### src/sv/tcb_pkg.sv
// ----------------------------------------------------------------------------
// tcb_pkg
// Shared types and constants for the terrain corner blend pixel core.
// ----------------------------------------------------------------------------
`default_nettype none

package tcb_pkg;

   localparam int MAX_PRECISION  = 4;
   localparam int PREC_WIDTH     = 3;
   localparam int CSR_DATA_WIDTH = 3;
   localparam int CSR_IDX_WIDTH  = 1;
   localparam int RECIP_WIDTH    = 12;
   localparam int RECIP_SHIFT    = 11;
   localparam int WEIGHT_WIDTH   = 4;

   localparam logic [CSR_IDX_WIDTH-1:0] CSR_SAMPLE_PRECISION = 1'b0;
   localparam logic [CSR_IDX_WIDTH-1:0] CSR_NOISE_ENABLE     = 1'b1;

   localparam logic [PREC_WIDTH-1:0] PRECISION_RESET = 3'd2;
   localparam logic [7:0]            ALPHA_OPAQUE    = 8'd255;

   typedef struct packed {
      logic [3:0]        pos_x;
      logic [3:0]        pos_y;
      logic [15:0]       id_top_left;
      logic [15:0]       id_top_right;
      logic [15:0]       id_bottom_right;
      logic [15:0]       id_bottom_left;
      logic [23:0]       color_top_left;
      logic [23:0]       color_top_right;
      logic [23:0]       color_bottom_right;
      logic [23:0]       color_bottom_left;
      logic signed [7:0] noise_value;
   } req_type;

   typedef struct packed {
      logic [7:0] red;
      logic [7:0] green;
      logic [7:0] blue;
      logic [7:0] alpha;
      logic       was_uniform;
   } rsp_type;

   // Corner order: top-left, top-right, bottom-right, bottom-left.
   typedef logic [3:0][WEIGHT_WIDTH-1:0] weight_type;
   typedef logic [3:0][7:0]              corner_chan_type;

   typedef struct packed {
      logic s2;
      logic s3;
   } stage_en_type;

   // Reciprocal of (2^p - 1) scaled by 2^RECIP_SHIFT; exact floor division
   // for every 8-bit dividend.
   function automatic logic [RECIP_WIDTH-1:0] recip_of(input logic [PREC_WIDTH-1:0] prec);
      logic [RECIP_WIDTH-1:0] r;
      begin
         unique case (prec)
            3'd1:    r = 12'd2048;
            3'd2:    r = 12'd684;
            3'd3:    r = 12'd293;
            3'd4:    r = 12'd137;
            default: r = 12'd0;
         endcase
         return r;
      end
   endfunction

endpackage

`default_nettype wire

### src/sv/tcb_channel.sv
// ----------------------------------------------------------------------------
// tcb_channel
// One color channel of the blend: per-corner divide by (S-1) via a scaled
// reciprocal, then the weighted sum with saturation. Two register stages.
// ----------------------------------------------------------------------------
`default_nettype none

module tcb_channel (
   input  wire                          clock,
   input  tcb_pkg::stage_en_type        stage_en,
   input  tcb_pkg::corner_chan_type     chan,
   input  wire [tcb_pkg::RECIP_WIDTH-1:0] recip,
   input  tcb_pkg::weight_type          weight,
   output logic [7:0]                   sum
);

   localparam int PROD_WIDTH = 8 + tcb_pkg::RECIP_WIDTH;
   localparam int WSUM_WIDTH = 8 + tcb_pkg::WEIGHT_WIDTH + 2;

   tcb_pkg::corner_chan_type quot_ff, quot_in;
   logic [7:0]               sum_ff, sum_in;
   logic [WSUM_WIDTH-1:0]    wsum;
   logic [PROD_WIDTH-1:0]    prod [4];

   always_comb begin
      for (int k = 0; k < 4; k++) begin
         prod[k]    = PROD_WIDTH'(chan[k]) * PROD_WIDTH'(recip);
         quot_in[k] = 8'(prod[k] >> tcb_pkg::RECIP_SHIFT);
      end
   end

   always_comb begin
      wsum = '0;
      for (int k = 0; k < 4; k++) begin
         wsum = wsum + WSUM_WIDTH'(weight[k]) * WSUM_WIDTH'(quot_ff[k]);
      end
      sum_in = (wsum > WSUM_WIDTH'(255)) ? 8'd255 : wsum[7:0];
   end

   always_ff @(posedge clock) begin
      if (stage_en.s2) begin
         quot_ff <= quot_in;
      end
      if (stage_en.s3) begin
         sum_ff <= sum_in;
      end
   end

   assign sum = sum_ff;

endmodule

`default_nettype wire

### src/sv/terrain_corner_blend_pixel_core.sv
// ----------------------------------------------------------------------------
// terrain_corner_blend_pixel_core
// Blends the four corner material colors of a terrain cell into one RGBA
// colormap pixel, with optional static noise and clamping.
// ----------------------------------------------------------------------------
// Usage:
//   req_valid/req_ready carry one pixel request (position, corner ids,
//   corner colors, noise); rsp_valid/rsp_ready return one pixel per request,
//   in order.
//   The pipeline has 4 register stages. Stage 1 clamps the position and
//   forms the corner weights, stage 2 divides each corner channel by
//   (S-1) through a reciprocal multiply, stage 3 takes the weighted sum,
//   stage 4 applies the copy path, noise and clamp.
//   Throughput is one pixel per cycle while rsp_ready stays high; the four
//   stage registers with their valid bits set that figure.
//   Each stage holds its item while the next one is full, so a stalled
//   receiver fills the pipeline and req_ready drops only once all four
//   stages are occupied. Nothing is dropped or repeated.
//   csr_we writes sample_precision (index 0, reset 2) or noise_enable
//   (index 1, reset 0); write only while the core is empty.
//   Synchronous reset empties the pipeline and restores the registers.
// ----------------------------------------------------------------------------
`default_nettype none

module terrain_corner_blend_pixel_core (
   input  wire                              clock,
   input  wire                              reset,
   input  wire                              req_valid,
   output logic                             req_ready,
   input  tcb_pkg::req_type                 req_data,
   output logic                             rsp_valid,
   input  wire                              rsp_ready,
   output tcb_pkg::rsp_type                 rsp_data,
   input  wire                              csr_we,
   input  wire [tcb_pkg::CSR_IDX_WIDTH-1:0] csr_index,
   input  wire [tcb_pkg::CSR_DATA_WIDTH-1:0] csr_wdata
);

   localparam int PW = tcb_pkg::PREC_WIDTH;
   localparam int WW = tcb_pkg::WEIGHT_WIDTH;

   // configuration
   logic [PW-1:0] precision_ff, precision_in;
   logic          noise_en_ff, noise_en_in;

   always_comb begin
      precision_in = precision_ff;
      noise_en_in  = noise_en_ff;
      if (csr_we) begin
         unique case (csr_index)
            tcb_pkg::CSR_SAMPLE_PRECISION: precision_in = csr_wdata[PW-1:0];
            tcb_pkg::CSR_NOISE_ENABLE:     noise_en_in  = csr_wdata[0];
            default: ;
         endcase
      end
   end

   // pipeline flow control
   logic v1_ff, v2_ff, v3_ff, v4_ff;
   logic ld1, ld2, ld3, ld4;
   tcb_pkg::stage_en_type stage_en;

   assign ld4 = !v4_ff || rsp_ready;
   assign ld3 = !v3_ff || ld4;
   assign ld2 = !v2_ff || ld3;
   assign ld1 = !v1_ff || ld2;
   assign req_ready   = ld1;
   assign stage_en.s2 = ld2;
   assign stage_en.s3 = ld3;

   // stage 1: clamp, weights, copy-path decision
   logic [PW-1:0]  p_eff;
   logic [WW-1:0]  div;
   logic [WW-1:0]  x_c, y_c, mx, mn;
   tcb_pkg::weight_type w1_in, w1_ff;
   logic           uni1_in, uni1_ff;
   logic [tcb_pkg::RECIP_WIDTH-1:0] recip1_ff;
   logic [23:0]    col1_ff [4];
   logic signed [7:0] noise1_ff;
   logic           nen1_ff;

   always_comb begin
      p_eff = (precision_ff > PW'(tcb_pkg::MAX_PRECISION)) ?
              PW'(tcb_pkg::MAX_PRECISION) : precision_ff;
      div   = WW'(((WW+1)'(1) << p_eff) - (WW+1)'(1));
      x_c   = (req_data.pos_x > div) ? div : req_data.pos_x;
      y_c   = (req_data.pos_y > div) ? div : req_data.pos_y;
      mx    = (x_c > y_c) ? x_c : y_c;
      mn    = (x_c < y_c) ? x_c : y_c;
      w1_in[0] = div - mx;
      w1_in[1] = (x_c > y_c) ? (x_c - y_c) : '0;
      w1_in[2] = mn;
      w1_in[3] = (y_c > x_c) ? (y_c - x_c) : '0;
      uni1_in  = (p_eff == '0) ||
                 ((req_data.id_top_left == req_data.id_top_right) &&
                  (req_data.id_top_left == req_data.id_bottom_right) &&
                  (req_data.id_top_left == req_data.id_bottom_left));
   end

   // stage 2 / 3 side data
   tcb_pkg::weight_type w2_ff;
   logic              uni2_ff, uni3_ff;
   logic [23:0]       tl2_ff, tl3_ff;
   logic signed [7:0] noise2_ff, noise3_ff;
   logic              nen2_ff, nen3_ff;

   // per-channel blend; red 23:16, green 15:8, blue 7:0
   logic [7:0] blend [3];

   for (genvar c = 0; c < 3; c++) begin : g_chan
      tcb_pkg::corner_chan_type chan;
      always_comb begin
         for (int k = 0; k < 4; k++) begin
            chan[k] = col1_ff[k][(2-c)*8 +: 8];
         end
      end
      tcb_channel u_channel (
         .clock    (clock),
         .stage_en (stage_en),
         .chan     (chan),
         .recip    (recip1_ff),
         .weight   (w2_ff),
         .sum      (blend[c])
      );
   end

   // stage 4: copy path, noise, clamp
   function automatic logic [7:0] add_noise(input logic [7:0] c,
                                            input logic signed [7:0] n);
      logic signed [9:0] v;
      begin
         v = $signed({2'b00, c}) + 10'(n);
         if (v < 0) begin
            return 8'd0;
         end else if (v > 10'sd255) begin
            return 8'd255;
         end
         return v[7:0];
      end
   endfunction

   logic [7:0]       rgb [3];
   tcb_pkg::rsp_type rsp4_in, rsp4_ff;

   always_comb begin
      for (int c = 0; c < 3; c++) begin
         rgb[c] = uni3_ff ? tl3_ff[(2-c)*8 +: 8] : blend[c];
         if (nen3_ff) begin
            rgb[c] = add_noise(rgb[c], noise3_ff);
         end
      end
      rsp4_in.red         = rgb[0];
      rsp4_in.green       = rgb[1];
      rsp4_in.blue        = rgb[2];
      rsp4_in.alpha       = tcb_pkg::ALPHA_OPAQUE;
      rsp4_in.was_uniform = uni3_ff;
   end

   // control registers
   always_ff @(posedge clock) begin
      if (reset) begin
         precision_ff <= tcb_pkg::PRECISION_RESET;
         noise_en_ff  <= 1'b0;
         v1_ff        <= 1'b0;
         v2_ff        <= 1'b0;
         v3_ff        <= 1'b0;
         v4_ff        <= 1'b0;
      end else begin
         precision_ff <= precision_in;
         noise_en_ff  <= noise_en_in;
         if (ld1) v1_ff <= req_valid;
         if (ld2) v2_ff <= v1_ff;
         if (ld3) v3_ff <= v2_ff;
         if (ld4) v4_ff <= v3_ff;
      end
   end

   // payload registers
   always_ff @(posedge clock) begin
      if (ld1) begin
         w1_ff      <= w1_in;
         uni1_ff    <= uni1_in;
         recip1_ff  <= tcb_pkg::recip_of(p_eff);
         col1_ff[0] <= req_data.color_top_left;
         col1_ff[1] <= req_data.color_top_right;
         col1_ff[2] <= req_data.color_bottom_right;
         col1_ff[3] <= req_data.color_bottom_left;
         noise1_ff  <= req_data.noise_value;
         nen1_ff    <= noise_en_ff;
      end
      if (ld2) begin
         w2_ff     <= w1_ff;
         uni2_ff   <= uni1_ff;
         tl2_ff    <= col1_ff[0];
         noise2_ff <= noise1_ff;
         nen2_ff   <= nen1_ff;
      end
      if (ld3) begin
         uni3_ff   <= uni2_ff;
         tl3_ff    <= tl2_ff;
         noise3_ff <= noise2_ff;
         nen3_ff   <= nen2_ff;
      end
      if (ld4) begin
         rsp4_ff <= rsp4_in;
      end
   end

   assign rsp_valid = v4_ff;
   assign rsp_data  = rsp4_ff;

endmodule

`default_nettype wire

### config.mk
export PLATFORM = sky130hd
export DESIGN_NAME = terrain_corner_blend_pixel_core
export DESIGN_NICKNAME = d
export VERILOG_FILES = /design/src/sv/tcb_pkg.sv /design/src/sv/tcb_channel.sv /design/src/sv/terrain_corner_blend_pixel_core.sv
export SDC_FILE = /design/constraint.sdc
export NUM_CORES = 2
export LEC_CHECK = 0
export BUFFER_PORTS_ARGS = -buffer_cell sky130_fd_sc_hd__buf_2
export CORE_MARGIN = 5
export CORE_UTILIZATION = 44
export CTS_BUF_LIST = sky130_fd_sc_hd__clkbuf_2 sky130_fd_sc_hd__clkbuf_4 sky130_fd_sc_hd__clkbuf_8
export CTS_CLUSTER_DIAMETER = 150
export DETAILED_ROUTE_END_ITERATION = 10
export HOLD_SLACK_MARGIN = 0.12
export PLACE_DENSITY_LB_ADDON = 0.12
export RECOVER_POWER = 100
export SYNTH_ARGS = -nofsm -noshare
export SYNTH_HDL_FRONTEND = slang
export SYNTH_SLANG_ARGS = --single-unit
### constraint.sdc
create_clock -name clock -period 8.73 [get_ports clock]
set_clock_uncertainty 0.1 [all_clocks]
set_input_delay 2.1825 -clock clock [delete_from_list [all_inputs] [get_ports clock]]
set_output_delay 2.1825 -clock clock [all_outputs]
set_load 0.01 [all_outputs]
# Word level (Yosys, flattened, before mapping)
# Memory sizes are Yosys's and may differ from the RTL's.
# Cells that the tools add are included.
# op_classes
n_mux,32
bitwise_logic,1
n_eq_ne,7
n_mul,24
n_lt_le_gt_ge,15
reduce_logical,14
n_addsub,16
shifts,1
div,0
# ops
cell,count
$mul 8x12->19,12
$mul 4x8->12,12
$mux 8,15
$add 14x12->14,6
$eq 16x16->1,3
$pmux 12 s4,1
$gt 14x8->1 const B,3
$add 12x12->13,3
$add 9x8->10,3
$gt 10x9->1 const B,3
$lt 10x1->1 const B,3
$gt 4x4->1,4
$mux 4,4
$sub 4x4->4,3
$mux 1,11
$eq 3x2->1 const B,2
$logic_or 1x1->1,5
$logic_not 1->1,4
$lt 4x4->1,1
$reduce_and 2->1,2
$shl 1x3->4 const A,1
$sub 4x2->4 const B,1
$eq 3x1->1 const B,1
$eq 3x3->1 const B,1
other kinds (5),6
# totals
memories,1
inputBits,185
reg_bits,275
latch_bits,0
ramBits,96
elab_cells,156
romBits,0
out_inout_bits,35
# memory_table
name,words,width,read_ports,rd_ports_with_merged_regs,write_ports,line_no,rtl
col1_ff,4,24,4,0,4,terrain_corner_blend_pixel_core.sv:78,logic [23:0] col1_ff [4];

# Logic depth before layout (Yosys ltp)
# depth
word_depth,9
depth_mapped,32

# Hierarchy
# A second synthesis with hierarchy kept.
# unflattened
cells_unflattened,6041
hier_area_um2,59096.7
# modules_own_cells
module,area_each_um2,cells_per_inst,n_inst,seq_area_each_um2
tcb_channel (g_chan[0].u_channel),16239.3,1800,1,1201.2
tcb_channel (g_chan[1].u_channel),16206.8,1782,1,1201.2
tcb_channel (g_chan[2].u_channel),16104.2,1757,1,1201.2
terrain_corner_blend_pixel_core,10546.4,702,1,7277.0

# Worst setup path after synthesis
# OpenSTA, ideal clock, no wires.
# synth_path
kind,register to register
startpoint,register w2_ff[2] in the netlist's numbering
endpoint,register g_chan[1].u_channel.sum_ff[4] (data pin)
stages_incl_launch_ff,31
setup_ps,278
n_path_buf,1
t_arrival_ps,7696
setup_slack_ps,657
path_cell_list,edfxtp_1 -> clkbuf_1 -> nand2_1 -> fa_1 -> fa_1 -> inv_1 -> fa_1 -> inv_1 -> fa_1 -> inv_1 -> ha_1 -> a21o_1 -> a21oi_1 -> o21bai_1 -> a21oi_1 -> xor2_1 -> fa_1 -> inv_1 -> fa_1 -> inv_1 -> fa_1 -> fa_1 -> inv_1 -> ha_1 -> o21a_1 -> or2_2 -> a21o_1 -> a21oi_1 -> nor3_1 -> nor4_4 -> nand3_1
# synth_between
elab_chain_cells,5
# synth_rtl
item,line_no,rtl
from (decl),terrain_corner_blend_pixel_core.sv:101,tcb_pkg::weight_type w2_ff;
from (signal assigned),terrain_corner_blend_pixel_core.sv:192,w2_ff <= w1_ff;
$mul 4x8->12 (*),tcb_channel.sv:35,wsum = wsum + WSUM_WIDTH'(weight[k]) * WSUM_WIDTH'(quot_ff[k]);
$add 12x12->13 (*),tcb_channel.sv:35,
$add 14x12->14 (*) (2 in a row),tcb_channel.sv:35,
$gt 14x8->1,tcb_channel.sv:37,sum_in = (wsum > WSUM_WIDTH'(255)) ? 8'd255 : wsum[7:0];
to (signal assigned),tcb_channel.sv:45,sum_ff <= sum_in;
to (decl),tcb_channel.sv:21,"logic [7:0] sum_ff, sum_in;"
# Every way passes the cells marked *; elsewhere a longest branch is shown, timed or not.
# A chain may end at the register's enable or synchronous reset.

# Worst setup path after layout
# layout_path
startpoint,register w2_ff[4] in the netlist's numbering
endpoint,register g_chan[0].u_channel.sum_ff[6] (data pin)
# layout_between
elab_chain_cells,5
# layout_rtl
item,line_no
$mul 4x8->12 (*),tcb_channel.sv:35
$add 12x12->13 (*),tcb_channel.sv:35
$add 14x12->14 (*) (2 in a row),tcb_channel.sv:35
$gt 14x8->1,tcb_channel.sv:37
to (signal assigned),tcb_channel.sv:45
to (decl),tcb_channel.sv:21
# Marks and branches as above.

==> impl_metrics.json <==
{
  "finalNetCount": 6906,
  "start_util": 0.442,
  "drive_above_1_share": 0.0698,
  "cts_max_level": 3,
  "dr.pass1.iters": 5,
  "worstSetupPathType": "reg -> reg",
  "die_x_um": 351,
  "fin_crit_ps": 8360,
  "crit_top_cell": "fa_1",
  "synth_flop_cell": "edfxtp_1",
  "path_delay_family": "adder cells",
  "num_vias": 34100,
  "netlist_instances": 5018,
  "cts.reportedPaths.clkPinSlew_ps": 60,
  "required_ps": 9090,
  "cts_resized": 0,
  "final-setup-viol-count": 0,
  "netlist.area_leader.share": 0.245,
  "startpoint_type": "flip-flop",
  "hold_viol": 0,
  "synth_top_cells_by_area": "fa_1 25%, edfxtp_1 21%, ha_1 21%",
  "grt_pass1_wl_um": 195000,
  "critical_path_arrival_ps": 8720,
  "synth_edf_count": 357,
  "clock_latency_ps": 740,
  "yosys_warnings": 0,
  "period_share": 0.958,
  "antenna_found_initial": 15,
  "root_buffer": "clkbuf_8",
  "cp_max_fo": 8,
  "viasPerCell": 4.99,
  "area.growth.synth_to_final_pct": 8.54,
  "holdWs_ps": 301,
  "grt_pass1_vias": 35200,
  "worst_slew_pin_slew_ps": 4540,
  "cts_tree": "built",
  "drcViolationCount": 0,
  "grt_remaining_overflow": 0,
  "avgSynthCellArea_um2": 10.2,
  "relSlewSlack": -2.04,
  "worst_setup_path_end_kind": "flip-flop",
  "clockBufferDepth": 3,
  "hp-class": "reg -> reg",
  "place_hpwl_um": 100000,
  "ys_async_sr_fraction": 0,
  "utilization": 0.480,
  "dieArea_um2": 123000,
  "worst-path-buf-inv": 6,
  "setup_tns_ps": 0,
  "synth_cell_type_count": 89,
  "yosysSeqAreaShare": 0.213,
  "max_freq_ghz": 0.120,
  "syn_area_um2": 51100,
  "grtUsageTotal": 0.203,
  "avgRoutedWirePerCell_um": 17.9,
  "gp_congestion": 0.858,
  "grt_max_degree": 93,
  "postRouteWirelength_um": 122000,
  "drt_iter0_markers": 1558,
  "cpMaxStageDelayCell": "fa_1",
  "yosys.area.top_type": "fa_1",
  "rows": 125,
  "violations": "capacitance limit, slew limit",
  "timing.max_cap.violations": 7,
  "io_pins": 220,
  "report.final.slew_viol_count": 385,
  "cts.sinks": 365,
  "io_buffers": 211,
  "critical-path-max-stage-delay_ps": 550,
  "synth_seq_cells": 365,
  "rsz0062_at_grt": "false",
  "ant_nets": 0,
  "cts_buffers": 75,
  "core_area_um2": 116000,
  "die_h_um": 351,
  "status": "finished, violations left",
  "synth_most_common_cell": "inv_1",
  "synth_common_cells": "1019 x inv_1, 854 x ha_1, 723 x and2_1"
}
-- kinds of logic (layout without fill, tap and decap cells) --
logic type / Yosys count / count (layout) / share of synthesized area
flip-flops: 365 / 365 / 0.213
AO/OA/AOI/OAI: 451 / 451 / 0.0610
other: 1 / 13 / 0.0000733
buffers and inverters: 1135 / 1410 / 0.0843
AND/OR/NAND/NOR: 1362 / 1362 / 0.148
XOR/XNOR: 182 / 182 / 0.0312
adder cells (fa/ha/maj): 1481 / 1481 / 0.454
multiplexers: 41 / 41 / 0.00861
-- timing repair --
item | CTS | global route
setup buffers | 0 | 8
endpoints found under the setup margin | 0 | 24
hold buffers | 0 | 0
-- per-stage QoR --
| step | instance area [µm²] | cells | worst slack [ps] |
|---|---|---|---|
| after floorplan | 51200 | 5025 | 657 |
| final | 55500 | 6829 | 370 |
| after CTS | 55600 | 6816 | 219 |
| after global placement | 54000 | 6679 | 328 |
| after detailed placement | 54000 | 6679 | 199 |
| after global routing | 55500 | 6827 | 2.41 |
-- flip-flops by register name (all words and copies together), names as in the netlist, 3 cells and up --
register and cells:
w2_ff 16, noise1_ff 8, tl2_ff 24, tl3_ff 24, recip1_ff 6, w1_ff 16, rsp_data 25, g_chan.u_channel.quot_ff 96
precision_ff 3, g_chan.u_channel.sum 24, noise2_ff 8, noise3_ff 8, col1_ff 96
-- area by class of cell --
type | instances | area (µm²)
fillers | 11000 | 60200
multi-input cells | 3525 | 35900
flip-flops and latches | 365 | 10900
inverters | 1021 | 3830
well taps | 1524 | 1910
repair buffers | 252 | 1340
clock buffers | 93 | 1180
clock inverters | 44 | 435
diodes | 5 | 12.5
-- worst register-to-register path, delay by kind of cell, from the launching register on --
kind / cells / cell delay, ps
flip-flops: 1 / 500
XOR/XNOR: 1 / 140
AND/OR/NAND/NOR: 3 / 740
AO/OA/AOI/OAI: 9 / 1670
buffers and inverters: 6 / 430
adder cells (fa/ha/maj): 10 / 4510
-- layout by cell type, fill, tap and decap left out, drive strengths merged, types with 11 or more instances in the layout --
| cell | Yosys | final |
|---|---|---|
| inv | 1019 | 1023 |
| ha | 854 | 854 |
| and2 | 725 | 725 |
| fa | 627 | 627 |
| edfxtp | 357 | 357 |
| nand2 | 268 | 268 |
| buf | 14 | 199 |
| clkbuf | 100 | 146 |
| nor2 | 126 | 126 |
| xnor2 | 120 | 120 |
| a21oi | 113 | 113 |
| o21ai | 88 | 88 |
| xor2 | 62 | 62 |
| a21o | 46 | 46 |
| nand3 | 45 | 45 |
| nor3 | 40 | 40 |
| o21a | 34 | 34 |
| clkinv | 2 | 32 |
| nand2b | 28 | 28 |
| nor2b | 27 | 27 |
| a311oi | 25 | 25 |
| mux2 | 24 | 24 |
| a211oi | 21 | 21 |
| or3 | 21 | 21 |
| o21bai | 19 | 19 |
| mux2i | 17 | 17 |
| nand4 | 15 | 15 |
| a31oi | 14 | 14 |
| and3 | 13 | 13 |
| a221oi | 12 | 12 |
| nand3b | 11 | 11 |
-- layer usage --
metal  GRT usage  wire [µm]  vias to the layer above
met3      0.0313       5340                      137
met1       0.286      58200                    16800
li1            -          -                    16700
met5           0         44                        -
met2       0.331      56400                      472
met4      0.0460       2480                        6
-- final timing paths --
kind	cells past startpoint	end	from	slack, ps
worst max-delay path	29	g_chan[0].u_channel.sum[6]$_SDFFCE_PN1P_	w2_ff[4]$_DFFE_PP_	370
worst min-delay path	0	nen2_ff$_DFFE_PP_	nen1_ff$_DFFE_PP_	300
worst max register to register	29	g_chan[0].u_channel.sum[6]$_SDFFCE_PN1P_	w2_ff[4]$_DFFE_PP_	370
worst min register to register	0	nen2_ff$_DFFE_PP_	nen1_ff$_DFFE_PP_	300
Power is not shown: default switching activity piles up to over one toggle a cycle in this logic, so the estimate is an artifact.
